File: config.mk
export PLATFORM = sky130hd
export DESIGN_NAME = revolved_mesh_quad_indexer
export DESIGN_NICKNAME = d
export VERILOG_FILES = /design/src/rtl/rmqi_pkg.sv /design/src/rtl/revolved_mesh_quad_indexer.sv /design/src/rtl/rmqi_face.sv /design/src/rtl/rmqi_seq.sv
export SDC_FILE = /design/constraint.sdc
export NUM_CORES = 1
export LEC_CHECK = 0
export ABC_AREA = 1
export BUFFER_PORTS_ARGS = -buffer_cell sky130_fd_sc_hd__clkbuf_2
export CAP_MARGIN = 20
export CORE_AREA = 4 4 153 155
export CTS_CLUSTER_DIAMETER = 200
export DETAILED_ROUTE_END_ITERATION = 10
export DIE_AREA = 0 0 157 159
export GPL_TIMING_DRIVEN = 0
export PLACE_DENSITY = 0.62
export SLEW_MARGIN = 10
export SYNTH_ARGS = -nofsm -noshare
export SYNTH_HDL_FRONTEND = slang
export SYNTH_SLANG_ARGS = --single-unit
File: constraint.sdc
create_clock -name clk -period 4.58 [get_ports clk]
set_input_delay 0.687 -clock clk [delete_from_list [all_inputs] [get_ports clk]]
set_output_delay 0.687 -clock clk [all_outputs]
set_load 0.05 [all_outputs]
File: src/rtl/rmqi_pkg.sv
`default_nettype none

package rmqi_pkg;

  // Fixed field widths
  localparam int REV_MESH_W = 6;
  localparam int COLOR_W    = 9;
  localparam int VTX_W      = 16;
  localparam int VCNT_W     = 3;
  localparam int CFG_IDX_W  = 2;

  localparam logic [REV_MESH_W-1:0] REV_MESH_RST = REV_MESH_W'(8);

  typedef enum logic [CFG_IDX_W-1:0] {
    CFG_REV_MESH      = 2'd0,
    CFG_CLOSED_REV    = 2'd1,
    CFG_COLOR_INSIDE  = 2'd2,
    CFG_COLOR_OUTSIDE = 2'd3
  } cfg_reg_e;

  typedef enum logic {
    ST_IDLE,
    ST_EMIT
  } seq_state_t;

  localparam logic [VCNT_W-1:0] VCNT_TRI  = VCNT_W'(3);
  localparam logic [VCNT_W-1:0] VCNT_QUAD = VCNT_W'(4);

  // Sequencer to face unit
  typedef struct packed {
    logic a_full;
    logic b_full;
    logic reversed;
  } face_ctl_t;

  // Face unit result
  typedef struct packed {
    logic [VCNT_W-1:0] vertex_count;
    logic [VTX_W-1:0]  vertex_a;
    logic [VTX_W-1:0]  vertex_b;
    logic [VTX_W-1:0]  vertex_c;
    logic [VTX_W-1:0]  vertex_d;
    logic              overflow;
  } face_t;

endpackage

`default_nettype wire

File: src/rtl/revolved_mesh_quad_indexer.sv
// An accepted ring with faces moves the sequencer to ST_EMIT; each emitted face is
// registered at the output. Throughput: one face per cycle unless the output stalls,
// set by the single face builder stepped by the sequencer; a ring emits up to 2 * steps
// faces. A faceless ring stays in ST_IDLE. in_ready is low while faces are produced.
// Reset (rst_n low at a clock edge) clears ring state and loads the register defaults.
`default_nettype none

module revolved_mesh_quad_indexer #(
  parameter int MAX_REV_MESH = 32,
  parameter int INDEX_BITS   = 16
) (
  input  wire logic                                   clk,
  input  wire logic                                   rst_n,
  input  wire logic                                   in_valid,
  output logic                                        in_ready,
  input  wire logic                                   in_ring_full,
  input  wire logic                                   in_starts_mesh,
  output logic                                        out_valid,
  input  wire logic                                   out_ready,
  output logic [rmqi_pkg::VCNT_W-1:0]                 out_vertex_count,
  output logic [rmqi_pkg::VTX_W-1:0]                  out_vertex_a,
  output logic [rmqi_pkg::VTX_W-1:0]                  out_vertex_b,
  output logic [rmqi_pkg::VTX_W-1:0]                  out_vertex_c,
  output logic [rmqi_pkg::VTX_W-1:0]                  out_vertex_d,
  output logic [7:0]                                  out_face_color,
  output logic                                        out_index_overflow,
  output logic                                        out_last_face,
  input  wire logic                                   cfg_valid,
  output logic                                        cfg_ready,
  input  wire logic [rmqi_pkg::CFG_IDX_W-1:0]         cfg_index,
  input  wire logic [rmqi_pkg::COLOR_W-1:0]           cfg_data
);

  localparam int IW  = INDEX_BITS + 1;
  localparam int RW  = $clog2(MAX_REV_MESH);
  localparam int SW  = $clog2(MAX_REV_MESH + 1);
  localparam int PW  = $clog2(MAX_REV_MESH + 2);
  localparam int RMW = rmqi_pkg::REV_MESH_W;
  localparam int CW  = rmqi_pkg::COLOR_W;

  logic [RMW-1:0] rev_mesh_r;
  logic           closed_r;
  logic [CW-1:0]  color_in_r, color_out_r;

  logic [SW-1:0]  steps;
  logic [PW-1:0]  pts_out;
  logic           en_in, en_out;

  logic                 emit, last, outside, out_space;
  rmqi_pkg::face_ctl_t  ctl;
  logic [RW-1:0]        pos;
  logic [IW-1:0]        a_start, b_start;
  rmqi_pkg::face_t      face;

  logic                 out_valid_r;
  rmqi_pkg::face_t      out_face_r;
  logic [7:0]           out_color_r;
  logic                 out_last_r;

  // Configuration
  assign cfg_ready = 1'b1;

  always_ff @(posedge clk) begin
    if (!rst_n) begin
      rev_mesh_r  <= rmqi_pkg::REV_MESH_RST;
      closed_r    <= 1'b0;
      color_in_r  <= '1;
      color_out_r <= '1;
    end else if (cfg_valid) begin
      case (rmqi_pkg::cfg_reg_e'(cfg_index))
        rmqi_pkg::CFG_REV_MESH:      rev_mesh_r  <= cfg_data[RMW-1:0];
        rmqi_pkg::CFG_CLOSED_REV:    closed_r    <= cfg_data[0];
        rmqi_pkg::CFG_COLOR_INSIDE:  color_in_r  <= cfg_data;
        rmqi_pkg::CFG_COLOR_OUTSIDE: color_out_r <= cfg_data;
        default: ;
      endcase
    end
  end

  // rev_mesh clamped to 1..MAX_REV_MESH
  always_comb begin
    if (rev_mesh_r == '0) begin
      steps = SW'(1);
    end else if (rev_mesh_r > RMW'(MAX_REV_MESH)) begin
      steps = SW'(MAX_REV_MESH);
    end else begin
      steps = SW'(rev_mesh_r);
    end
  end

  assign pts_out = closed_r ? PW'(steps) : PW'(steps) + PW'(1);
  assign en_in   = !color_in_r[CW-1];
  assign en_out  = !color_out_r[CW-1];

  assign out_space = !out_valid_r || out_ready;

  rmqi_seq #(
    .MAX_REV_MESH (MAX_REV_MESH),
    .INDEX_BITS   (INDEX_BITS)
  ) u_seq (
    .clk         (clk),
    .rst_n       (rst_n),
    .in_valid    (in_valid),
    .in_ready    (in_ready),
    .ring_full   (in_ring_full),
    .starts_mesh (in_starts_mesh),
    .steps       (steps),
    .pts_out     (pts_out),
    .en_in       (en_in),
    .en_out      (en_out),
    .out_space   (out_space),
    .emit        (emit),
    .last        (last),
    .outside     (outside),
    .ctl         (ctl),
    .pos         (pos),
    .a_start     (a_start),
    .b_start     (b_start)
  );

  rmqi_face #(
    .MAX_REV_MESH (MAX_REV_MESH),
    .INDEX_BITS   (INDEX_BITS)
  ) u_face (
    .a_start (a_start),
    .b_start (b_start),
    .pos     (pos),
    .pts_out (pts_out),
    .ctl     (ctl),
    .face    (face)
  );

  // Output register
  always_ff @(posedge clk) begin
    if (!rst_n) begin
      out_valid_r <= 1'b0;
    end else if (emit) begin
      out_valid_r <= 1'b1;
    end else if (out_ready) begin
      out_valid_r <= 1'b0;
    end
  end

  always_ff @(posedge clk) begin
    if (emit) begin
      out_face_r  <= face;
      out_color_r <= outside ? color_out_r[7:0] : color_in_r[7:0];
      out_last_r  <= last;
    end
  end

  assign out_valid          = out_valid_r;
  assign out_vertex_count   = out_face_r.vertex_count;
  assign out_vertex_a       = out_face_r.vertex_a;
  assign out_vertex_b       = out_face_r.vertex_b;
  assign out_vertex_c       = out_face_r.vertex_c;
  assign out_vertex_d       = out_face_r.vertex_d;
  assign out_face_color     = out_color_r;
  assign out_index_overflow = out_face_r.overflow;
  assign out_last_face      = out_last_r;

endmodule

`default_nettype wire

File: src/rtl/rmqi_face.sv
`default_nettype none

// Builds one face from the two ring starts and the angular position.
module rmqi_face #(
  parameter int MAX_REV_MESH = 32,
  parameter int INDEX_BITS   = 16
) (
  input  wire logic [INDEX_BITS:0]                  a_start,
  input  wire logic [INDEX_BITS:0]                  b_start,
  input  wire logic [$clog2(MAX_REV_MESH)-1:0]      pos,
  input  wire logic [$clog2(MAX_REV_MESH+2)-1:0]    pts_out,
  input  wire rmqi_pkg::face_ctl_t                  ctl,
  output rmqi_pkg::face_t                           face
);

  localparam int IW    = INDEX_BITS + 1;
  localparam int PW    = $clog2(MAX_REV_MESH + 2);
  localparam int VW    = rmqi_pkg::VTX_W;
  localparam int EXT_W = (INDEX_BITS > VW) ? INDEX_BITS : VW;

  logic [PW-1:0] nx_inc;
  logic [PW-1:0] nx;
  logic [IW-1:0] a_r, a_n, b_r, b_n;

  assign nx_inc = PW'(pos) + PW'(1);
  assign nx     = (nx_inc >= pts_out) ? '0 : nx_inc;
  assign a_r    = a_start + IW'(pos);
  assign a_n    = a_start + IW'(nx);
  assign b_r    = b_start + IW'(pos);
  assign b_n    = b_start + IW'(nx);

  always_comb begin
    logic [IW-1:0]         q [4];
    logic [IW-1:0]         v [4];
    logic [INDEX_BITS-1:0] s [4];
    logic [EXT_W-1:0]      e [4];
    logic                  quad;
    logic                  ovf;

    quad = ctl.a_full && ctl.b_full;
    case ({ctl.a_full, ctl.b_full})
      2'b11: begin
        q[0] = a_r;     q[1] = a_n;     q[2] = b_n; q[3] = b_r;
      end
      2'b10: begin
        q[0] = a_r;     q[1] = a_n;     q[2] = b_start; q[3] = '0;
      end
      2'b01: begin
        q[0] = a_start; q[1] = b_n;     q[2] = b_r; q[3] = '0;
      end
      default: begin
        q[0] = a_start; q[1] = b_start; q[2] = '0;  q[3] = '0;
      end
    endcase

    if (!ctl.reversed) begin
      v = q;
    end else if (quad) begin
      v[0] = q[3]; v[1] = q[2]; v[2] = q[1]; v[3] = q[0];
    end else begin
      v[0] = q[2]; v[1] = q[1]; v[2] = q[0]; v[3] = '0;
    end

    // Top bit set means the index is past the range
    ovf = 1'b0;
    for (int i = 0; i < 4; i++) begin
      s[i] = v[i][INDEX_BITS] ? '1 : v[i][INDEX_BITS-1:0];
      ovf  = ovf | v[i][INDEX_BITS];
      e[i] = EXT_W'(s[i]);
    end

    face.vertex_count = quad ? rmqi_pkg::VCNT_QUAD : rmqi_pkg::VCNT_TRI;
    face.vertex_a     = e[0][VW-1:0];
    face.vertex_b     = e[1][VW-1:0];
    face.vertex_c     = e[2][VW-1:0];
    face.vertex_d     = e[3][VW-1:0];
    face.overflow     = ovf;
  end

endmodule

`default_nettype wire

File: src/rtl/rmqi_seq.sv
`default_nettype none

// Ring state and face sequencer: walks positions and inside/outside copies.
module rmqi_seq #(
  parameter int MAX_REV_MESH = 32,
  parameter int INDEX_BITS   = 16
) (
  input  wire logic                                  clk,
  input  wire logic                                  rst_n,
  input  wire logic                                  in_valid,
  output logic                                       in_ready,
  input  wire logic                                  ring_full,
  input  wire logic                                  starts_mesh,
  input  wire logic [$clog2(MAX_REV_MESH+1)-1:0]     steps,
  input  wire logic [$clog2(MAX_REV_MESH+2)-1:0]     pts_out,
  input  wire logic                                  en_in,
  input  wire logic                                  en_out,
  input  wire logic                                  out_space,
  output logic                                       emit,
  output logic                                       last,
  output logic                                       outside,
  output rmqi_pkg::face_ctl_t                        ctl,
  output logic [$clog2(MAX_REV_MESH)-1:0]            pos,
  output logic [INDEX_BITS:0]                        a_start,
  output logic [INDEX_BITS:0]                        b_start
);

  localparam int IW = INDEX_BITS + 1;
  localparam int RW = $clog2(MAX_REV_MESH);
  localparam int SW = $clog2(MAX_REV_MESH + 1);
  localparam logic [IW-1:0] IDX_LIMIT = IW'(1) << INDEX_BITS;

  rmqi_pkg::seq_state_t state_r, state_nxt;
  logic [RW-1:0] pos_r, pos_nxt;
  logic          phase_r, phase_nxt;
  logic [IW-1:0] a_start_r, a_start_nxt, b_start_r, b_start_nxt;
  logic          a_full_r, a_full_nxt, b_full_r, b_full_nxt;
  logic          have_prev_r, have_prev_nxt;

  logic [IW-1:0] start_sum, start_sat;
  logic          first, any_face, accept;

  assign start_sum = a_start_r + (a_full_r ? IW'(pts_out) : IW'(1));
  assign start_sat = (start_sum > IDX_LIMIT) ? IDX_LIMIT : start_sum;
  assign first     = starts_mesh || !have_prev_r;
  assign any_face  = (a_full_r || ring_full) && (en_in || en_out);

  always_ff @(posedge clk) begin
    if (!rst_n) begin
      state_r     <= rmqi_pkg::ST_IDLE;
      pos_r       <= '0;
      phase_r     <= 1'b0;
      a_start_r   <= '0;
      a_full_r    <= 1'b0;
      have_prev_r <= 1'b0;
    end else begin
      state_r     <= state_nxt;
      pos_r       <= pos_nxt;
      phase_r     <= phase_nxt;
      a_start_r   <= a_start_nxt;
      a_full_r    <= a_full_nxt;
      have_prev_r <= have_prev_nxt;
    end
  end

  always_ff @(posedge clk) begin
    b_start_r <= b_start_nxt;
    b_full_r  <= b_full_nxt;
  end

  always_comb begin
    state_nxt     = state_r;
    pos_nxt       = pos_r;
    phase_nxt     = phase_r;
    a_start_nxt   = a_start_r;
    a_full_nxt    = a_full_r;
    b_start_nxt   = b_start_r;
    b_full_nxt    = b_full_r;
    have_prev_nxt = have_prev_r;
    in_ready      = 1'b0;
    accept        = 1'b0;
    emit          = 1'b0;
    // phase 1 is the outside copy, which is always the last of a position
    last          = ((SW'(pos_r) + SW'(1)) == steps) && (phase_r || !en_out);

    case (state_r)
      rmqi_pkg::ST_IDLE: begin
        in_ready = 1'b1;
        accept   = in_valid;
        if (accept) begin
          if (first) begin
            a_start_nxt   = '0;
            a_full_nxt    = ring_full;
            have_prev_nxt = 1'b1;
          end else if (any_face) begin
            b_start_nxt = start_sat;
            b_full_nxt  = ring_full;
            pos_nxt     = '0;
            phase_nxt   = !en_in;
            state_nxt   = rmqi_pkg::ST_EMIT;
          end else begin
            a_start_nxt = start_sat;
            a_full_nxt  = ring_full;
          end
        end
      end
      rmqi_pkg::ST_EMIT: begin
        emit = out_space;
        if (emit) begin
          if (last) begin
            a_start_nxt = b_start_r;
            a_full_nxt  = b_full_r;
            state_nxt   = rmqi_pkg::ST_IDLE;
          end else if (!phase_r && en_out) begin
            phase_nxt = 1'b1;
          end else begin
            pos_nxt   = pos_r + RW'(1);
            phase_nxt = !en_in;
          end
        end
      end
      default: begin
        state_nxt = rmqi_pkg::ST_IDLE;
      end
    endcase
  end

  assign outside      = phase_r;
  assign ctl.a_full   = a_full_r;
  assign ctl.b_full   = b_full_r;
  assign ctl.reversed = !phase_r;
  assign pos          = pos_r;
  assign a_start      = a_start_r;
  assign b_start      = b_start_r;

endmodule

`default_nettype wire

## After elaboration in Yosys (flattened, before gate mapping)

Index checks and enable logic that the tools add are counted.

- Bits in registers: 147
- Output and inout port bits: 80
- Word-level logic and storage cells: 125
- Input port bits: 18

- Bitwise gates (word level): 5
- $lt $le $gt $ge: 3
- Reduce and logical (&&, ||, !) cells: 26
- Mux-type cells: 47
- Equal/unequal tests: 15
- Add/sub/neg operators: 8

Operators by type and width:

| kind | count |
|---|---|
| $pmux W68 S3 | 1 |
| $mux W68 | 2 |
| $mux W17 | 6 |
| $add A17 B5 Y17 | 2 |
| $add A17 B6 Y17 | 2 |
| $pmux W17 S2 | 1 |
| $mux W5 | 6 |
| $mux W6 | 5 |
| $mux W1 | 20 |
| $add A17 B17 Y17 | 1 |
| $gt A17 B17 Y1 const B | 1 |
| $ne A2 B2 Y1 const B | 5 |
| $pmux W5 S2 | 1 |
| $eq A2 B2 Y1 const B | 4 |
| $mux W8 | 1 |
| $reduce_and A2 Y1 | 4 |
| $reduce_and A4 Y1 | 2 |
| $add A5 B1 Y6 const B | 1 |
| $add A6 B1 Y6 const B | 1 |
| $eq A6 B6 Y1 | 1 |
| $ge A6 B6 Y1 | 1 |
| $gt A6 B6 Y1 const B | 1 |
| $logic_not A6 Y1 | 1 |
| $pmux W1 S2 | 3 |
| other kinds (15) | 31 |

## Depth between registers and ports, before layout

Gate-level depths: netlist of run 1.

- Depth after elaboration: 14
- Mapped depth: 32

## Modules after synthesis

From an unflattened synthesis of run 1, not the netlist that was laid out.

- Cells, all modules: 1455
- Area, all modules: 10819.1 µm²

By module, submodules not included:

| module | cells an instance | seq. area each (µm²) | area an instance (µm²) | times used |
|---|---|---|---|---|
| rmqi_face | 813 | 0.0 | 4376.7 | 1 |
| revolved_mesh_quad_indexer | 243 | 2832.7 | 3537.1 | 1 |
| rmqi_seq | 399 | 1061.0 | 2905.3 | 1 |

## Worst setup path after synthesis of run 1

No wires, ideal clock.

- Path type: register to register
- From: reg u_seq.state_r
- To: reg out_color_r[0] (netlist: out_face_color[0]), enable pin
- Required time: 4.068 ns
- Cell stages (with the launch flop): 4
- Slack: -0.047 ns
- Data arrival time: 4.116 ns
- Period minus slack after synthesis: 4.627 ns
- Cells stage by stage: dfxtp_1 > inv_1 > clkbuf_1 > nor2_1

- Cells in the longest elaborated chain, start to end: 1

RTL lines:

| what | RTL line | text |
|---|---|---|
| start, declared | rmqi_seq.sv:33 | `rmqi_pkg::seq_state_t state_r, state_nxt;` |
| start signal, assigned | rmqi_seq.sv:50 | `state_r <= rmqi_pkg::ST_IDLE;` |
| start signal, assigned | rmqi_seq.sv:57 | `state_r <= state_nxt;` |
| $mux W1 | rmqi_seq.sv:86 | `case (state_r)` |
| named net emit | revolved_mesh_quad_indexer.sv:49 | `logic emit, last, outside, out_space;` |
| end signal, assigned | revolved_mesh_quad_indexer.sv:147 | `out_color_r <= outside ? color_out_r[7:0] : color_in_r[7:0];` |
| end, declared | revolved_mesh_quad_indexer.sv:57 | `logic [7:0] out_color_r;` |

The timed path passes the listed nets, and every way through them passes these cells.
A chain may end at the register's enable or synchronous reset.

## Worst setup path after layout of run 1

- From: reg rev_mesh_r[3]
- To: reg out_face_r, in the netlist out_vertex_b[12], data pin

- Cells in the longest elaborated chain, start to end: 11

RTL lines:

| what | RTL line | text |
|---|---|---|
| start, declared | revolved_mesh_quad_indexer.sv:41 | `logic [RMW-1:0] rev_mesh_r;` |
| start signal, assigned | revolved_mesh_quad_indexer.sv:65 | `rev_mesh_r <= rmqi_pkg::REV_MESH_RST;` |
| start signal, assigned | revolved_mesh_quad_indexer.sv:71 | `rmqi_pkg::CFG_REV_MESH: rev_mesh_r <= cfg_data[RMW-1:0];` |
| $gt A6 B6 Y1 | revolved_mesh_quad_indexer.sv:84 | `end else if (rev_mesh_r > RMW'(MAX_REV_MESH)) begin` |
| $mux W6 | revolved_mesh_quad_indexer.sv:84 |  |
| $mux W6 * | revolved_mesh_quad_indexer.sv:82 | `if (rev_mesh_r == '0) begin` |
| $add A6 B1 Y6 | revolved_mesh_quad_indexer.sv:91 | `assign pts_out = closed_r ? PW'(steps) : PW'(steps) + PW'(1);` |
| $mux W6 * | revolved_mesh_quad_indexer.sv:91 |  |
| $ge A6 B6 Y1 * | rmqi_face.sv:26 | `assign nx = (nx_inc >= pts_out) ? '0 : nx_inc;` |
| $mux W6 * | rmqi_face.sv:26 |  |
| $add A17 B6 Y17, on equally long branches | rmqi_face.sv:30, rmqi_face.sv:28 |  |
| $pmux W68 S3 * | rmqi_face.sv:41 | `case ({ctl.a_full, ctl.b_full})` |
| $mux W68 | rmqi_face.sv:58 | `end else if (quad) begin` |
| $mux W68 * | rmqi_face.sv:56 | `if (!ctl.reversed) begin` |
| end signal, assigned | revolved_mesh_quad_indexer.sv:146 | `out_face_r <= face;` |
| end, declared | revolved_mesh_quad_indexer.sv:56 | `rmqi_pkg::face_t out_face_r;` |

Mark *: on every way between the ends. The rest lies on a longest branch, timed or not.

==> out/qor.yml, run 1 <==
synth_fp_nets: 1397
numCtsBuffers: 17
grt_pass1_vias: 9252
syn2layout_area_growth_pct: 16.52
dr.pass1.iters: 5
arrival_ns: 4.42
layout_commonest_cell: "nand2_1"
ys_warn_count: 0
wl_per_cell_um: 18.47
hold_violations: 0
p_sw_mw: 1.017
worstPathMaxFanout: 10
n_antenna_cell: 0
p_leak_nw: 5.070
dp_hpwl_um: 25150
seq_power_share_pct: 42.3
drt_iter0_drc: 920
rr_startpoint: "rev_mesh_r[3]$_SDFFE_PN1P_"
start_util_pct: 45.12
hp-class: "flop to flop"
fin_ws_ns: 0.3358
maxSlewHeadroom_pct: 32.17
outcome: "finished clean"
final_antenna_net_count: 0
rows: 54
gr-usage-met3_pct: 3.506
min_path_cells: 2
grt.busiest_layer: "met2"
crit_buf_inv: 2
rrSetupSlack_ns: 0.34
clock.fmax_ghz: 0.2356
critPathCaptureType: "flop"
syn-cell-area_mm2: 0.009846
drc: 0
dpl_worst_slack_ns: -0.2356
ys_ff_latch: 146
use_met1_pct: 35.67
htreeDepth: 4
clock-sinks: 146
reg2regPathDepth: 25
dieHeight_um: 159
globalplace.congestion: 1.010
grt_use_met2_pct: 41.98
fin_skew_ns: 0.01149
portBuffers: 95
critical_path_class: "flop to flop"
min-delay-start: "color_in_r[1]$_SDFFE_PN1P_"
grt_pass1_wl_um: 51120
root_buffer: "clkbuf_16"
worstPathRequired_ns: 4.76
tightest_slew_ns: 1.014
nNetsFinal: 1522
track_usage_pct: 25.97
cts_tree: "built"
fin_crit_sh_pct: 92.67
num_io_pins: 98
clkLatencyLatePin_ns: 0.44
fin_setup_tns_ns: 0
combPwrFrac_pct: 14.2
slew_violations: 0
grt_overflow_total: 0
antenna_found_initial: 1
dieArea_mm2: 0.02496
rsz0062_at_grt: "no"
netlist_instances: 1342
timing.rr.end: "out_vertex_b[12]$_SDFFCE_PP1P_"
internal_power_mw: 2.455
routed_wirelength_um: 32510
powerDensity_mw_per_mm2: 302.6
hold_end: "color_in_r[1]$_SDFFE_PN1P_"
period_minus_slack_ns: 4.244
avgSynthCellArea_um2: 7.337
cap_violations: 0
crit_family: "simple AND/OR/NAND/NOR gates"
swShare_pct: 29.29
crit_path_start_kind: "flop"
clk_pin_slew_ns: 0.07
die_w_um: 157
cpPeakStageDelay_ns: 0.37
grt_max_degree: 33
synth.distinct_cells: 52
core_mm2: 0.02182
cp_slowest_cell: "ha_1"
power_frac_clock_pct: 43.5
ys_seq_area_share_pct: 39.24
cts.hold.buffers_added: 0
setup.worst_path.start: "rev_mesh_r[3]$_SDFFE_PN1P_"
finalSetupViolCount: 0
avgViaCountPerCell: 5.587
vias: 9833
drive_gt1_share_pct: 13.58
vdd_drop_max_v: 0.0002459
mostFrequentLayoutCells: "nand2_1 (349), inv_1 (149), nand3_1 (138)"
clockBufferDepth: 2
## cells by family (layout without fill, tap and decap cells)
family          count (synthesis)  in the layout  synth area share (%)
simple gates                  665            665                 29.46
xor+xnor                       41             41                 3.723
buf+inv                       208            346                 8.273
compound gates                244            244                 14.33
fa+ha+maj                      37             37                 4.931
flops                         146            146                 39.24
other cells                     1              1               0.03809
## cells in the mapped netlist (all sizes together)
library cell / number / area share, %
a211oi: 5 / 0.38
a21o: 3 / 0.23
a21oi: 81 / 4.4
a221o: 1 / 0.10
a221oi: 1 / 0.089
a31o: 1 / 0.089
a31oi: 3 / 0.19
and2: 1 / 0.064
and3: 1 / 0.064
buf: 19 / 1.1
clkbuf: 33 / 1.3
clkinv: 5 / 0.19
conb: 1 / 0.038
dfxtp: 52 / 11
edfxtp: 94 / 29
fa: 3 / 0.61
ha: 34 / 4.3
inv: 151 / 5.8
nand2: 364 / 14
nand3: 144 / 7.6
nand3b: 4 / 0.31
nand4: 24 / 1.5
nor2: 100 / 3.8
nor3: 20 / 1.2
nor4: 3 / 0.41
o2111ai: 5 / 0.44
o211ai: 23 / 1.8
o21a: 2 / 0.15
o21ai: 102 / 5.3
o21bai: 2 / 0.15
o221ai: 5 / 0.44
o22ai: 9 / 0.57
o311ai: 1 / 0.089
or2: 4 / 0.25
xnor2: 5 / 0.44
xor2: 36 / 3.3
## tightest hold or removal path, stage by stage (launching register included)
cell,delay [ns]
dfxtp_1,0.33
nand2_1,0.05
nand3_1,0.05
## per-layer routing
metal  wire length, um  share of wire [%]  vias up
li1                  -                  -     4782
met1             14110                 43     4524
met2             15150                 47      457
met3              2352                7.2       70
met4               898                2.8        0
met5                 0                  0        -
## flip-flops by register name, indices dropped and copies added (netlist names), 5 cells and up
register and cells:
u_seq.a_start 17, out_face_color 8, rev_mesh_r 6, out_vertex_c 16, color_in_r 9, u_seq.pos 5, out_vertex_d 16, color_out_r 9
out_vertex_a 16, out_vertex_b 16, u_seq.b_start 17
## stage by stage
stage	instances	hold slack, ns	power, mW	instance area [um^2]	util, %
4_1_cts	1751	0.4604	3.469	11360	52.07
3_3_place_gp	1717	0.4398	1.963	10670	48.91
5_1_grt	1760	0.4760	3.603	11470	52.57
3_5_place_dp	1719	0.4427	1.969	10730	49.15
2_1_floorplan	1342	0.4292	1.822	9848	-
6_report	1760	0.4582	3.472	11470	52.57
## cell type report
type | count | area (um^2)
fillers | 2180 | 10350
multi-input cells | 988 | 5230
flip-flops and latches | 146 | 3866
repair buffers | 106 | 585.6
inverters | 156 | 585.6
clock buffers | 18 | 450.4
well taps | 280 | 350.3
plain buffers | 52 | 231.5
clock inverters | 14 | 172.7
## timing repair
action | in CTS | in global routing
setup buffers | 0 | 7
endpoints found under the setup margin | 27 | 54
endpoints found under the hold margin | 0 | 0
pin swaps | 0 | 5
gates resized for setup | 3 | 15
## power groups by stage
stage	clock network (mW)	logic, mW	registers (mW)
after global placement	0	0.466	1.50
after floorplan	0	0.316	1.51
after CTS	1.52	0.476	1.47
final	1.51	0.493	1.47
after detailed placement	0	0.472	1.50
after global routing	1.58	0.547	1.47
## worst max path at each step
stage                                          end  slack, ns  depth (start not counted)
global placement    out_vertex_c[15]$_SDFFCE_PP1P_      -0.16                         26
finish              out_vertex_b[12]$_SDFFCE_PP1P_       0.34                         25
floorplan           out_vertex_b[12]$_SDFFCE_PP1P_       0.68                         26
CTS                     u_seq.b_start[9]$_DFFE_PP_       0.01                         21
detailed placement  out_vertex_c[15]$_SDFFCE_PP1P_      -0.24                         26
global route        out_vertex_c[15]$_SDFFCE_PP1P_      0.008                         28
Note: power is estimated with default switching activity, not from simulation.
==> inputs of run 2 (changes only) <==
--- a/config.mk
+++ b/config.mk
@@ -8,12 +8,12 @@
 export ABC_AREA = 1
 export BUFFER_PORTS_ARGS = -buffer_cell sky130_fd_sc_hd__clkbuf_2
 export CAP_MARGIN = 20
-export CORE_AREA = 4 4 153 155
+export CORE_AREA = 4 4 187 189
 export CTS_CLUSTER_DIAMETER = 200
 export DETAILED_ROUTE_END_ITERATION = 10
-export DIE_AREA = 0 0 157 159
+export DIE_AREA = 0 0 191 193
 export GPL_TIMING_DRIVEN = 0
-export PLACE_DENSITY = 0.62
+export PLACE_DENSITY = 0.44
 export SLEW_MARGIN = 10
 export SYNTH_ARGS = -nofsm -noshare
 export SYNTH_HDL_FRONTEND = slang
==> constraint.sdc (replaced) <==
create_clock -name clk -period 3.6 [get_ports clk]
set_input_delay 0.54 -clock clk [delete_from_list [all_inputs] [get_ports clk]]
set_output_delay 0.54 -clock clk [all_outputs]
set_load 0.05 [all_outputs]
==> out/qor.yml, run 2 (synthesis results as in run 1) <==
hp-class: "primary input to flop"  # was flop to flop
fin_crit_sh_pct: 113.7  # was 92.67%
fin_skew_ns: 0.01119  # was 0.01149 ns
slew_violations: 0  # unchanged
swShare_pct: 31.42  # was 29.29%
period_minus_slack_ns: 4.095  # was 4.244 ns
grt_pass1_wl_um: 57520  # was 51120 um
antenna_found_initial: 0  # was 1
seq_power_share_pct: 41.5  # was 42.3%
crit_end: "out_vertex_b[10]$_SDFFCE_PP1P_"  # was out_vertex_b[12]$_SDFFCE_PP1P_
clkLatencyLatePin_ns: 0.45  # was 0.44 ns
num_io_pins: 98  # unchanged
start_util_pct: 29.58  # was 45.12%
routed_wirelength_um: 37740  # was 32510 um
cpPeakStageDelay_ns: 0.34  # was 0.37 ns
n_antenna_cell: 0  # unchanged
min_path_cells: 1  # was 2
syn2layout_area_growth_pct: 35.13  # was 16.52%
clock-sinks: 146  # unchanged
crit_path_start_kind: "flop"  # unchanged
outcome: "finished, violations left"  # was finished clean
dr.pass1.iters: 5  # unchanged
cpMostUsedCell: "nand2_4"
rsz0062_at_grt: "yes"  # was no
clockBufferDepth: 2  # unchanged
mostFrequentLayoutCells: "nand2_1 (291), inv_1 (136), nand3_1 (105)"  # was nand2_1 (349), inv_1 (149), nand3_1 (138)
final_antenna_net_count: 0  # unchanged
ff_latch_area_mm2: 0.003871  # was 0.003866 mm^2
nNetsFinal: 1585  # was 1522
drc: 0  # unchanged
hold_violations: 0  # unchanged
vias: 10050  # was 9833
fin_ws_ns: -0.4945  # was 0.3358 ns
core_mm2: 0.03328  # was 0.02182 mm^2
maxSlewHeadroom_pct: 40.31  # was 32.17%
fin_cells: 1991  # was 1760
root_buffer: "clkbuf_16"  # unchanged
setup.worst_path.start: "rev_mesh_r[3]$_SDFFE_PN1P_"  # unchanged
cap_violations: 0  # unchanged
rrSetupSlack_ns: -0.49  # was 0.34 ns
worstPathMaxFanout: 5  # was 10
place_inst: 1888  # was 1719
dieArea_mm2: 0.03686  # was 0.02496 mm^2
powerDensity_mw_per_mm2: 339.9  # was 302.6 mW/mm^2
p_sw_mw: 1.421  # was 1.017 mW
grt_overflow_total: 0  # unchanged
combPwrFrac_pct: 18.2  # was 14.2%
finalSetupViolCount: 33  # was 0
clock.fmax_ghz: 0.2442  # was 0.2356 GHz
avgViaCountPerCell: 5.048  # was 5.587
worstPathRequired_ns: 3.80  # was 4.76 ns
drive_gt1_share_pct: 29.42  # was 13.58%
internal_power_mw: 3.101  # was 2.455 mW
power_frac_clock_pct: 40.3  # was 43.5%
portBuffers: 95  # unchanged
dp_hpwl_um: 28580  # was 25150 um
timing.rr.end: "out_vertex_b[10]$_SDFFCE_PP1P_"  # was out_vertex_b[12]$_SDFFCE_PP1P_
critical_path_class: "flop to flop"  # unchanged
globalplace.congestion: 0.9020  # was 1.010
rows: 67  # was 54
cts_tree: "built"  # unchanged
die_w_um: 191  # was 157 um
critPathCaptureType: "flop"  # unchanged
reg2regPathDepth: 29  # was 25
multi_input_area_mm2: 0.006246  # was 0.005230 mm^2
track_usage_pct: 20.35  # was 25.97%
p_leak_nw: 5.588  # was 5.070 nW
violations: "setup timing"
tightest_slew_ns: 0.8920  # was 1.014 ns
worst_hold_slack_ns: 0.3021  # was 0.4582 ns
rr_startpoint: "rev_mesh_r[3]$_SDFFE_PN1P_"  # unchanged
clk_pin_slew_ns: 0.07  # about the same
cts.hold.buffers_added: 0  # unchanged
wl_per_cell_um: 18.96  # was 18.47 um
arrival_ns: 4.29  # was 4.42 ns
cp_slowest_cell: "dfxtp_2"  # was ha_1
numCtsBuffers: 17  # unchanged
htreeDepth: 4  # unchanged
grt_pass1_vias: 9883  # was 9252
fill_cells: 3511  # was 2180
drt_iter0_drc: 747  # was 920
grt_max_degree: 33  # unchanged
layout_commonest_cell: "nand2_1"  # unchanged
dieHeight_um: 193  # was 159 um
vdd_drop_max_v: 0.0003351  # was 0.0002459 V
finalPower_mw: 4.522  # was 3.472 mW
[run 2: cell count changes in the layout (fill, tap and decap cells not counted), moves of 19 or more]
cell	before	now
nand2_1	349	291
buf_4	12	61
nand2_2	11	50
nand3_1	138	105
nor2_1	97	68
nand3_2	6	30
nor2_2	2	21
[run 2: power groups by stage]
stage               logic (mW)  registers [mW]  clock network [mW]
detailed placement       0.629            1.91                   0
global placement         0.626            1.91                   0
floorplan                0.411            1.92                   0
global route             0.905            1.88                1.95
finish                   0.824            1.87                1.82
CTS                      0.740            1.87                1.87
[run 2: final cells by class]
| cell class | instances | share of cell area [%] |
|---|---|---|
| Tap cell | 448 | 4.213 |
| Inverter | 156 | 4.524 |
| Clock buffer | 18 | 3.386 |
| Sequential cell | 146 | 29.10 |
| Buffer | 51 | 1.919 |
| Clock inverter | 14 | 1.129 |
| Multi-Input combinational cell | 988 | 46.95 |
| Timing Repair Buffer | 170 | 8.784 |
[run 2: what timing repair did]
| action | in CTS | in global routing |
|---|---|---|
| buffers inserted | 60 | 24 |
| pin swaps | 41 | 74 |
| resized for setup | 137 | 153 |
| setup endpoints to repair | 86 | 86 |
| hold endpoints to repair | 0 | 0 |
| gates cloned | 3 | 1 |
[run 2: worst min-delay path by stage]
stage,from,endpoint,slack [ns]
2_1_floorplan,color_in_r[0]$_SDFFE_PN1P_,color_in_r[0]$_SDFFE_PN1P_,0.43
6_report,in_ring_full,u_seq.b_full_r$_DFFE_PP_,0.30
5_1_grt,in_ring_full,u_seq.b_full_r$_DFFE_PP_,0.29
3_3_place_gp,color_in_r[4]$_SDFFE_PN1P_,color_in_r[4]$_SDFFE_PN1P_,0.44
3_5_place_dp,color_in_r[3]$_SDFFE_PN1P_,color_in_r[3]$_SDFFE_PN1P_,0.44
4_1_cts,in_ring_full,u_seq.b_full_r$_DFFE_PP_,0.28
[run 2: metrics by stage]
stage / cell area (um^2) / TNS [ns] / worst slack (ns) / utilization [%]
after floorplan: 9921 / -1.170 / -0.08290 / -
after global placement: 10960 / -108.80 / -1.093 / 32.92
after detailed placement: 11010 / -61.15 / -1.056 / 33.09
after CTS: 12550 / -22.80 / -0.5193 / 37.70
after global routing: 13300 / -27.12 / -0.7475 / 39.98
final: 13300 / -13.67 / -0.4945 / 39.98
[run 2: per-layer routing]
layer | track usage [%] | vias up | share of wire (%)
met5 | 0 | - | 0
met4 | 6.657 | 0 | 3.0
met3 | 3.169 | 75 | 5.2
met2 | 33.90 | 301 | 46
met1 | 27.23 | 4755 | 45
li1 | - | 4919 | -
[run 2: critical path, delay by kind of cell (launching register included)]
kind            cells  cell delay, ns
simple gates       17            1.64
compound gates      5            0.83
fa+ha+maj           2            0.56
buf+inv             5            0.48
flops               1            0.34
